## src/skng_pkg.sv

```systemverilog
// ============================================================================
// skng_pkg
// Shared types, constants and the note-to-key table of the key scan note gate.
// ============================================================================
package skng_pkg;

    // default sizes of the keyboard and voice array
    localparam int NUM_NOTES_DEF = 12;
    localparam int NUM_KEYS_DEF  = 18;

    // field widths
    localparam int KEY_IDX_W = 5;
    localparam int TICK_W    = 16;
    localparam int WCNT_W    = 4;
    localparam int WAVE_W    = 3;
    localparam int OCT_W     = 3;
    localparam int MASK_W    = 12;
    localparam int ACT_W     = 4;
    localparam int SUM_W     = 5;
    localparam int M_DATA_W  = 40;
    localparam int CFG_IDX_W = 2;
    localparam int CFG_DATA_W = 16;

    // control keys
    localparam int KEY_WAVE_DOWN = 15;
    localparam int KEY_WAVE_UP   = 13;
    localparam int KEY_OCT_DOWN  = 8;
    localparam int KEY_OCT_UP    = 7;

    // configuration register indexes
    localparam logic [CFG_IDX_W-1:0] CFG_RELEASE_TICKS  = 2'd0;
    localparam logic [CFG_IDX_W-1:0] CFG_WAVEFORM_COUNT = 2'd1;
    localparam logic [CFG_IDX_W-1:0] CFG_OCTAVE_TOP     = 2'd2;

    // configuration reset values
    localparam logic [TICK_W-1:0] RELEASE_TICKS_RST  = 16'd1600;
    localparam logic [WCNT_W-1:0] WAVEFORM_COUNT_RST = 4'd6;
    localparam logic [OCT_W-1:0]  OCTAVE_TOP_RST     = 3'd7;

    // word request kinds (s_tuser)
    localparam logic REQ_SCAN   = 1'b0;
    localparam logic REQ_SAMPLE = 1'b1;

    // per-key event of one scan
    typedef struct packed {
        logic click;
        logic release_evt;
    } key_evt_t;

    // per-note gate status
    typedef struct packed {
        logic on;
        logic fading;
    } note_stat_t;

    // clicks on the control keys
    typedef struct packed {
        logic wave_down;
        logic wave_up;
        logic oct_down;
        logic oct_up;
    } ctrl_click_t;

    // key that drives each note; notes past the twelfth sit on an unscanned key
    function automatic logic [KEY_IDX_W-1:0] note_key(input int j);
        logic [KEY_IDX_W-1:0] k;
        case (j)
            0:       k = 5'd0;
            1:       k = 5'd2;
            2:       k = 5'd1;
            3:       k = 5'd3;
            4:       k = 5'd5;
            5:       k = 5'd6;
            6:       k = 5'd9;
            7:       k = 5'd10;
            8:       k = 5'd11;
            9:       k = 5'd14;
            10:      k = 5'd12;
            11:      k = 5'd16;
            default: k = 5'd31;
        endcase
        return k;
    endfunction

endpackage

```

## src/skng_key_lane.sv

```systemverilog
// ============================================================================
// skng_key_lane
// One key: arm / click / release qualification on each scan word.
// ============================================================================
module skng_key_lane
    import skng_pkg::*;
(
    input  logic     aclk,
    input  logic     aresetn,
    input  logic     scan_fire,
    input  logic     level,
    output key_evt_t evt
);

    logic armed_reg, armed_next;
    logic held_reg, held_next;

    always_comb begin
        evt.click       = scan_fire & level & armed_reg;
        evt.release_evt = scan_fire & ~level & held_reg;
        armed_next = armed_reg;
        held_next  = held_reg;
        if (evt.click) begin
            armed_next = 1'b0;
            held_next  = 1'b1;
        end else if (scan_fire && level && !held_reg) begin
            armed_next = 1'b1;
        end else if (evt.release_evt) begin
            held_next = 1'b0;
        end
    end

    always_ff @(posedge aclk) begin
        if (!aresetn) begin
            armed_reg <= 1'b0;
            held_reg  <= 1'b0;
        end else begin
            armed_reg <= armed_next;
            held_reg  <= held_next;
        end
    end

endmodule

```

## src/skng_note_lane.sv

```systemverilog
// ============================================================================
// skng_note_lane
// One voice gate: on / release phase and its saturating tick counter.
// ============================================================================
module skng_note_lane
    import skng_pkg::*;
(
    input  logic              aclk,
    input  logic              aresetn,
    input  key_evt_t          evt,
    input  logic              sample_fire,
    input  logic [TICK_W-1:0] release_ticks,
    output note_stat_t        stat_next
);

    localparam logic [TICK_W-1:0] TICK_MAX = '1;

    note_stat_t        stat_reg;
    logic [TICK_W-1:0] ticks_reg, ticks_next;
    logic [TICK_W-1:0] t_on;
    logic [TICK_W-1:0] t_fade;

    always_comb begin
        stat_next  = stat_reg;
        ticks_next = ticks_reg;
        t_on   = (stat_reg.on && ticks_reg != TICK_MAX) ? ticks_reg + 1'b1 : ticks_reg;
        t_fade = (t_on != TICK_MAX) ? t_on + 1'b1 : t_on;
        if (evt.click) begin
            stat_next.on     = 1'b1;
            stat_next.fading = 1'b0;
        end else if (evt.release_evt) begin
            stat_next.on     = 1'b0;
            stat_next.fading = 1'b1;
            ticks_next       = '0;
        end else if (sample_fire) begin
            ticks_next = t_on;
            if (stat_reg.fading) begin
                ticks_next = t_fade;
                if (t_fade > release_ticks) begin
                    ticks_next       = '0;
                    stat_next.fading = 1'b0;
                end
            end
        end
    end

    always_ff @(posedge aclk) begin
        if (!aresetn) begin
            stat_reg  <= '0;
            ticks_reg <= '0;
        end else begin
            stat_reg  <= stat_next;
            ticks_reg <= ticks_next;
        end
    end

endmodule

```

## src/skng_merge.sv

```systemverilog
// ============================================================================
// skng_merge
// Waveform / octave selectors, note masks and count, result output register.
// ============================================================================
module skng_merge
    import skng_pkg::*;
#(
    parameter int NUM_NOTES = NUM_NOTES_DEF
) (
    input  logic                aclk,
    input  logic                aresetn,
    input  logic                in_fire,
    input  ctrl_click_t         clicks,
    input  note_stat_t          stat_next [NUM_NOTES],
    input  logic [WCNT_W-1:0]   waveform_count,
    input  logic [OCT_W-1:0]    octave_top,
    output logic                in_ready,
    output logic                m_tvalid,
    input  logic                m_tready,
    output logic [M_DATA_W-1:0] m_tdata
);

    logic [WAVE_W-1:0]    wave_reg, wave_next, wave_mid;
    logic [OCT_W-1:0]     oct_reg, oct_next, oct_mid;
    logic [WCNT_W-1:0]    wcnt;
    logic [OCT_W-1:0]     otop;
    logic [WCNT_W-1:0]    w_up;
    logic [OCT_W:0]       o_up;
    logic [OCT_W-1:0]     o_dn;
    logic [NUM_NOTES-1:0] play_vec, fade_vec;
    logic [MASK_W+NUM_NOTES-1:0] play_ext, fade_ext;
    logic [SUM_W-1:0]     sum;
    logic [ACT_W-1:0]     active;
    logic                 valid_reg, valid_next;
    logic [M_DATA_W-1:0]  data_reg, data_next;

    // selector stepping, lower key index first
    always_comb begin
        wcnt = (waveform_count == '0) ? WCNT_W'(1)
             : (waveform_count > WCNT_W'(8)) ? WCNT_W'(8) : waveform_count;
        otop = (octave_top == '0) ? OCT_W'(1) : octave_top;

        wave_mid = wave_reg;
        w_up     = {1'b0, wave_reg} + 1'b1;
        if (clicks.wave_up) begin
            wave_mid = (w_up >= wcnt) ? '0 : w_up[WAVE_W-1:0];
        end
        wave_next = wave_mid;
        if (clicks.wave_down) begin
            wave_next = (wave_mid == '0) ? WAVE_W'(wcnt - 1'b1) : wave_mid - 1'b1;
        end

        oct_mid = oct_reg;
        o_up    = {1'b0, oct_reg} + 1'b1;
        if (clicks.oct_up) begin
            oct_mid = (o_up > {1'b0, otop}) ? OCT_W'(1) : o_up[OCT_W-1:0];
        end
        oct_next = oct_mid;
        o_dn     = (oct_mid == '0) ? '0 : oct_mid - 1'b1;
        if (clicks.oct_down) begin
            oct_next = (o_dn == '0) ? otop : o_dn;
        end
    end

    // note masks and active count
    always_comb begin
        sum = '0;
        for (int j = 0; j < NUM_NOTES; j++) begin
            play_vec[j] = stat_next[j].on;
            fade_vec[j] = stat_next[j].fading;
            sum = sum + SUM_W'(stat_next[j].on | stat_next[j].fading);
        end
        play_ext = {{MASK_W{1'b0}}, play_vec};
        fade_ext = {{MASK_W{1'b0}}, fade_vec};
        active   = sum[SUM_W-1] ? '1 : sum[ACT_W-1:0];
    end

    assign in_ready = !valid_reg || m_tready;

    always_comb begin
        valid_next = valid_reg;
        data_next  = data_reg;
        if (in_fire) begin
            valid_next = 1'b1;
            data_next  = {6'd0, active, fade_ext[MASK_W-1:0], play_ext[MASK_W-1:0],
                          oct_next, wave_next};
        end else if (m_tready) begin
            valid_next = 1'b0;
        end
    end

    always_ff @(posedge aclk) begin
        if (!aresetn) begin
            wave_reg  <= '0;
            oct_reg   <= OCT_W'(1);
            valid_reg <= 1'b0;
        end else begin
            if (in_fire) begin
                wave_reg <= wave_next;
                oct_reg  <= oct_next;
            end
            valid_reg <= valid_next;
        end
        data_reg <= data_next;
    end

    assign m_tvalid = valid_reg;
    assign m_tdata  = data_reg;

endmodule

```

## src/synth_key_scan_note_gate.sv

```systemverilog
// ============================================================================
// synth_key_scan_note_gate
// Keyboard scan and note gate controller for a multi-voice synthesizer.
// ============================================================================
// result: a word's result is registered and on m_tdata in the cycle after it is accepted
// throughput: one word per cycle; all key and note lanes update in that cycle,
//   a new word is taken in the cycle the waiting result leaves, a stalled
//   result stalls the input
// reset: aresetn synchronous, active low; clears keys, gates, counters and
//   selectors, loads register defaults, no clearing pass needed
// ============================================================================
module synth_key_scan_note_gate
    import skng_pkg::*;
#(
    parameter int NUM_NOTES = NUM_NOTES_DEF,
    parameter int NUM_KEYS  = NUM_KEYS_DEF
) (
    input  logic                          aclk,
    input  logic                          aresetn,
    // input words
    input  logic                          s_tvalid,
    output logic                          s_tready,
    input  logic [((NUM_KEYS+7)/8)*8-1:0] s_tdata,   // key_levels
    input  logic                          s_tuser,   // req_type
    // result words
    output logic                          m_tvalid,
    input  logic                          m_tready,
    // waveform_sel, octave, playing_mask, releasing_mask, active_notes
    output logic [M_DATA_W-1:0]           m_tdata,
    // configuration writes
    input  logic                          cfg_valid,
    output logic                          cfg_ready,
    input  logic [CFG_IDX_W-1:0]          cfg_index,
    input  logic [CFG_DATA_W-1:0]         cfg_data
);

    logic [TICK_W-1:0] release_ticks_reg;
    logic [WCNT_W-1:0] waveform_count_reg;
    logic [OCT_W-1:0]  octave_top_reg;

    logic        in_fire;
    logic        scan_fire;
    logic        sample_fire;
    key_evt_t    key_evt   [NUM_KEYS];
    note_stat_t  stat_next [NUM_NOTES];
    ctrl_click_t clicks;

    // register writes are always taken
    assign cfg_ready = 1'b1;

    always_ff @(posedge aclk) begin
        if (!aresetn) begin
            release_ticks_reg  <= RELEASE_TICKS_RST;
            waveform_count_reg <= WAVEFORM_COUNT_RST;
            octave_top_reg     <= OCTAVE_TOP_RST;
        end else if (cfg_valid) begin
            unique case (cfg_index)
                CFG_RELEASE_TICKS:  release_ticks_reg  <= cfg_data;
                CFG_WAVEFORM_COUNT: waveform_count_reg <= cfg_data[WCNT_W-1:0];
                CFG_OCTAVE_TOP:     octave_top_reg     <= cfg_data[OCT_W-1:0];
                default: ;
            endcase
        end
    end

    assign in_fire     = s_tvalid && s_tready;
    assign scan_fire   = in_fire && (s_tuser == REQ_SCAN);
    assign sample_fire = in_fire && (s_tuser == REQ_SAMPLE);

    // one lane per key
    for (genvar k = 0; k < NUM_KEYS; k++) begin : g_key
        skng_key_lane u_key (
            .aclk      (aclk),
            .aresetn   (aresetn),
            .scan_fire (scan_fire),
            .level     (s_tdata[k]),
            .evt       (key_evt[k])
        );
    end

    // one lane per note, fed by the key it is mapped to
    for (genvar j = 0; j < NUM_NOTES; j++) begin : g_note
        localparam int NK = int'(note_key(j));
        key_evt_t note_evt;
        if (NK < NUM_KEYS) begin : g_mapped
            assign note_evt = key_evt[NK];
        end else begin : g_unmapped
            // key is never scanned
            assign note_evt = '0;
        end
        skng_note_lane u_note (
            .aclk          (aclk),
            .aresetn       (aresetn),
            .evt           (note_evt),
            .sample_fire   (sample_fire),
            .release_ticks (release_ticks_reg),
            .stat_next     (stat_next[j])
        );
    end

    // control keys that exist on this keyboard
    if (KEY_WAVE_DOWN < NUM_KEYS) begin : g_wd
        assign clicks.wave_down = key_evt[KEY_WAVE_DOWN].click;
    end else begin : g_wd_n
        assign clicks.wave_down = 1'b0;
    end
    if (KEY_WAVE_UP < NUM_KEYS) begin : g_wu
        assign clicks.wave_up = key_evt[KEY_WAVE_UP].click;
    end else begin : g_wu_n
        assign clicks.wave_up = 1'b0;
    end
    if (KEY_OCT_DOWN < NUM_KEYS) begin : g_od
        assign clicks.oct_down = key_evt[KEY_OCT_DOWN].click;
    end else begin : g_od_n
        assign clicks.oct_down = 1'b0;
    end
    if (KEY_OCT_UP < NUM_KEYS) begin : g_ou
        assign clicks.oct_up = key_evt[KEY_OCT_UP].click;
    end else begin : g_ou_n
        assign clicks.oct_up = 1'b0;
    end

    // selectors, masks, count and the result register
    skng_merge #(
        .NUM_NOTES (NUM_NOTES)
    ) u_merge (
        .aclk           (aclk),
        .aresetn        (aresetn),
        .in_fire        (in_fire),
        .clicks         (clicks),
        .stat_next      (stat_next),
        .waveform_count (waveform_count_reg),
        .octave_top     (octave_top_reg),
        .in_ready       (s_tready),
        .m_tvalid       (m_tvalid),
        .m_tready       (m_tready),
        .m_tdata        (m_tdata)
    );

endmodule

```

## config.mk

```make
export PLATFORM = sky130hd
export DESIGN_NAME = synth_key_scan_note_gate
export DESIGN_NICKNAME = d
export VERILOG_FILES = /design/src/skng_pkg.sv /design/src/skng_key_lane.sv /design/src/skng_note_lane.sv /design/src/skng_merge.sv /design/src/synth_key_scan_note_gate.sv
export SDC_FILE = /design/constraint.sdc
export NUM_CORES = 2
export LEC_CHECK = 0
export BUFFER_PORTS_ARGS = -buffer_cell sky130_fd_sc_hd__buf_2
export CAP_MARGIN = 20
export CORE_MARGIN = 8
export CORE_UTILIZATION = 65
export CTS_BUF_LIST = sky130_fd_sc_hd__clkbuf_4
export DETAILED_ROUTE_END_ITERATION = 12
export PLACE_DENSITY = 0.82
export SLEW_MARGIN = 20
export SYNTH_ARGS = -nofsm -noshare
export SYNTH_HDL_FRONTEND = slang
export SYNTH_HIERARCHICAL = 1
export SYNTH_SLANG_ARGS = --single-unit
```

## constraint.sdc

```tcl
create_clock -name aclk -period 11.15 [get_ports aclk]
set_clock_uncertainty 0.15 [all_clocks]
set_input_delay 0 -clock aclk [delete_from_list [all_inputs] [get_ports aclk]]
set_output_delay 0 -clock aclk [all_outputs]
set_load 0.02 [all_outputs]
```

==> impl_summary.txt <==
----------------------------------------------------
[Power and ir drop]
  Combinational share of power ... 0.147
  Sw Share ... 0.323
  Net load switching power ... approximately 0.00090 W
  IR Drop Worst-Case VDD ... 0.0761 mV
  Portion of total power attributed to the clock network ... 0.424
  Static leakage ... between 15 and 20 nW
  Power per standard cell area ... 71.3 nW/um^2
  Seq pwr share ... 0.428
  Internal power ... around 0.0019 W

[Detailed routing]
  Antenna Violating Nets Remaining ... 0
  Post-route DRC violation count ... 0
  Average wire length per cell after detail routing ... approximately 21 microns
  Number of iterations in the first detailed-routing pass ... 10
  Routed wire length ... around 120000 microns
  Vias per inst ... 6.87
  Count of routing violations after the opening detailed-route iteration ... slightly above 5000
  Number of vias in the routed layout ... ~39000

[Setup path]
  Type of the worst setup path ... reg -> reg
  Cell at the slowest stage of the critical path ... sky130_fd_sc_hd__o41ai_4
  Worst path arrival time ... roughly 11 ns
  CP required ... roughly 12 ns
  Critical Path Fanout Max ... 18
  Setup crit start ... g_note[0].u_note/ticks_reg[0]$_SDFFE_PN0P_
  Maximum single-stage delay on the critical path ... 0.75 ns
  Start of the worst register-to-register path ... g_note[0].u_note/ticks_reg[0]$_SDFFE_PN0P_
  Crit path top cell by count ... sky130_fd_sc_hd__fa_1
  Critical path capture point type ... register
  Critical path startpoint category ... register

[Timing]
  Setup Viol. Count Final ... 0
  Setup TNS ... 0 ns
  Pins over their slew limit ... 0
  Hold_ws ... ~0.12 ns
  F_max ... 0.0980 GHz
  Hold Fails Final Rpt ... 0
  Slew at the pin closest to its max-slew limit ... about 1.2 ns
  Slew Limit Headroom ... 0.210
  Unrepaired setup endpoints after global routing ... no
  Post-layout minimum cycle time ... approximately 10 ns
  Final worst-path cycle share ... 0.915

[Place]
  Number of input and output port buffers inserted ... 75
  Total half-perimeter wirelength after legalization and detailed placement ... around 80000 microns
  Weighted congestion reported at the end of routability-driven placement ... roughly 1

[Worst hold path]
  Hold Path Class ... in -> reg
  Start point of the worst min-delay path ... s_tdata[8]

[Flow run]
  Max-cap check violation count ... 0

[Cells and area]
  Share of post-route cells with drive strength above 1 ... 0.108
  Number of flip-flops under the largest register name ... 192
  Layout-stage area growth over the synthesis result ... 7.31%
  Count of nets after finishing ... a little over 5000

[Clock tree]
  CTS root buf ... sky130_fd_sc_hd__clkbuf_4
  Clock sink count ... roughly 310
  Post-CTS Repair Setup Buffers ... 0
  Clock network latency to the later pin of the worst-skew pair ... between 0.9 and 1 ns
  Clock Path Buffers ... 3
  H-Tree Level Count ... 3
  TritonCTS clock tree ... built
  Clock transition at the register clock pins on the worst setup and hold paths after CTS ... about 0.06 ns
  CTS buffer count ... 94
  Resize count post-CTS ... 0

[Global route]
  Number of antenna violations at the first check in global routing ... 6
  Global-route wire length before repair ... about 190000 microns
  Via count of the first global-routing pass ... between 30000 and 40000
  Global-route congestion overflow total ... 0
  Total routing resource utilization after global routing ... 0.356
  Pin count of the biggest net entering global routing ... 104

[Die]
  Die extent in y ... 253 microns
  Number of I/O pins ... a little over 90
  Initial standard-cell utilization of the core ... 0.652
  Die extent in x ... between 200 and 300 microns
  Number of cell rows ... 87
  Floorplan die area ... around 64000 sq um
  Placeable Area ... approximately 56000 sq um

[Status]
  Status ... complete, no violations

[Synth]
  Gate count after technology mapping ... between 4000 and 5000
  Cell area after synthesis ... 36600 sq um
  Average cell area after synthesis ... 7.63 sq um
  Yosys warns ... 6

----------------------------------------------------
path summary, 6_finish.rpt:
| kind | to | slack, ns | cells after the start |
|---|---|---|---|
| min reg2reg | g_note[3].u_note/ticks_reg[15]$_SDFFE_PN0P_ | 0.36 | 2 |
| max reg2reg | u_merge/m_tdata[31]$_DFFE_PP_ | 0.95 | 32 |
| max | u_merge/m_tdata[31]$_DFFE_PP_ | 0.95 | 32 |
| min | u_merge/m_tdata[3]$_DFFE_PP_ | 0.12 | 4 |
critical path, delay by kind of cell, from the launching register on:
family | cells | cell delay [ns]
adders and majority gates | 9 | 3.84
buffers and inverters | 5 | 0.74
and+or+nand+nor | 10 | 2.23
AOI/OAI and AO/OA | 7 | 2.06
muxes | 1 | 0.24
DFF | 1 | 0.61
timing repair:
action	4_1_cts	5_1_grt
endpoints found under the hold margin	309	0
hold buffers	113	0
endpoints found under the setup margin	0	0
layout by cell type (no fill, tap or decap), types with 38 or more instances in the layout:
master,instances
sky130_fd_sc_hd__nand2_1,411
sky130_fd_sc_hd__inv_1,318
sky130_fd_sc_hd__nor2_1,317
sky130_fd_sc_hd__dfxtp_1,277
sky130_fd_sc_hd__a21oi_1,233
sky130_fd_sc_hd__ha_1,232
sky130_fd_sc_hd__nor3_1,222
sky130_fd_sc_hd__nand3_1,213
sky130_fd_sc_hd__xnor2_1,180
sky130_fd_sc_hd__o21ai_0,176
sky130_fd_sc_hd__nand4_1,149
sky130_fd_sc_hd__clkbuf_4,137
sky130_fd_sc_hd__a31oi_1,131
sky130_fd_sc_hd__mux2i_1,124
sky130_fd_sc_hd__dlygate4sd3_1,113
sky130_fd_sc_hd__xor2_1,98
sky130_fd_sc_hd__and2_1,81
sky130_fd_sc_hd__buf_2,74
sky130_fd_sc_hd__and3_1,67
sky130_fd_sc_hd__a21o_1,62
sky130_fd_sc_hd__or3_1,56
sky130_fd_sc_hd__nor3b_1,54
sky130_fd_sc_hd__o21a_1,49
sky130_fd_sc_hd__o211ai_1,47
sky130_fd_sc_hd__and4_1,47
sky130_fd_sc_hd__a211oi_1,46
sky130_fd_sc_hd__nand2b_1,44
sky130_fd_sc_hd__a22oi_1,42
sky130_fd_sc_hd__nor4_1,38
power groups by stage:
stage / Sequential (W) / Combinational, W / Clock (W)
2_1_floorplan: 0.00121 / 0.000258 / 0
3_3_place_gp: 0.00122 / 0.000357 / 0
3_5_place_dp: 0.00122 / 0.000365 / 0
4_1_cts: 0.00120 / 0.000395 / 0.00119
5_1_grt: 0.00120 / 0.000446 / 0.00126
6_report: 0.00120 / 0.000412 / 0.00119
layout make-up:
cell class / count / area [sq um]
flip-flops and latches: 312 / 6590
diodes: 9 / 22.5
clock inverters: 38 / 183
multi-input cells: 3897 / 27500
inverters: 323 / 1210
well taps: 756 / 946
clock buffers: 137 / 1030
fillers: 4640 / 16800
repair buffers: 223 / 1780
metal layers:
layer  up-vias  share of wire  global-route usage
li1      18146              -                   -
met2      2400           0.43               0.549
met1     18038           0.40               0.456
met5         -              0                   0
met3       548           0.11              0.0865
met4         0          0.058               0.191
per-stage QoR:
step | std cells | cell area (sq um) | setup slack [ns] | util | power, W
6_report | 5695 | 39200 | 0.948 | 0.700 | 0.00280
5_1_grt | 5693 | 39200 | 0.715 | 0.700 | 0.00291
4_1_cts | 5686 | 39200 | 1.57 | 0.699 | 0.00278
3_5_place_dp | 5398 | 36900 | 1.62 | 0.658 | 0.00159
3_3_place_gp | 5398 | 36900 | 1.78 | 0.658 | 0.00158
2_1_floorplan | 4797 | 36600 | 2.80 | - | 0.00147
No activity file was read; power rests on OpenSTA's default activity.
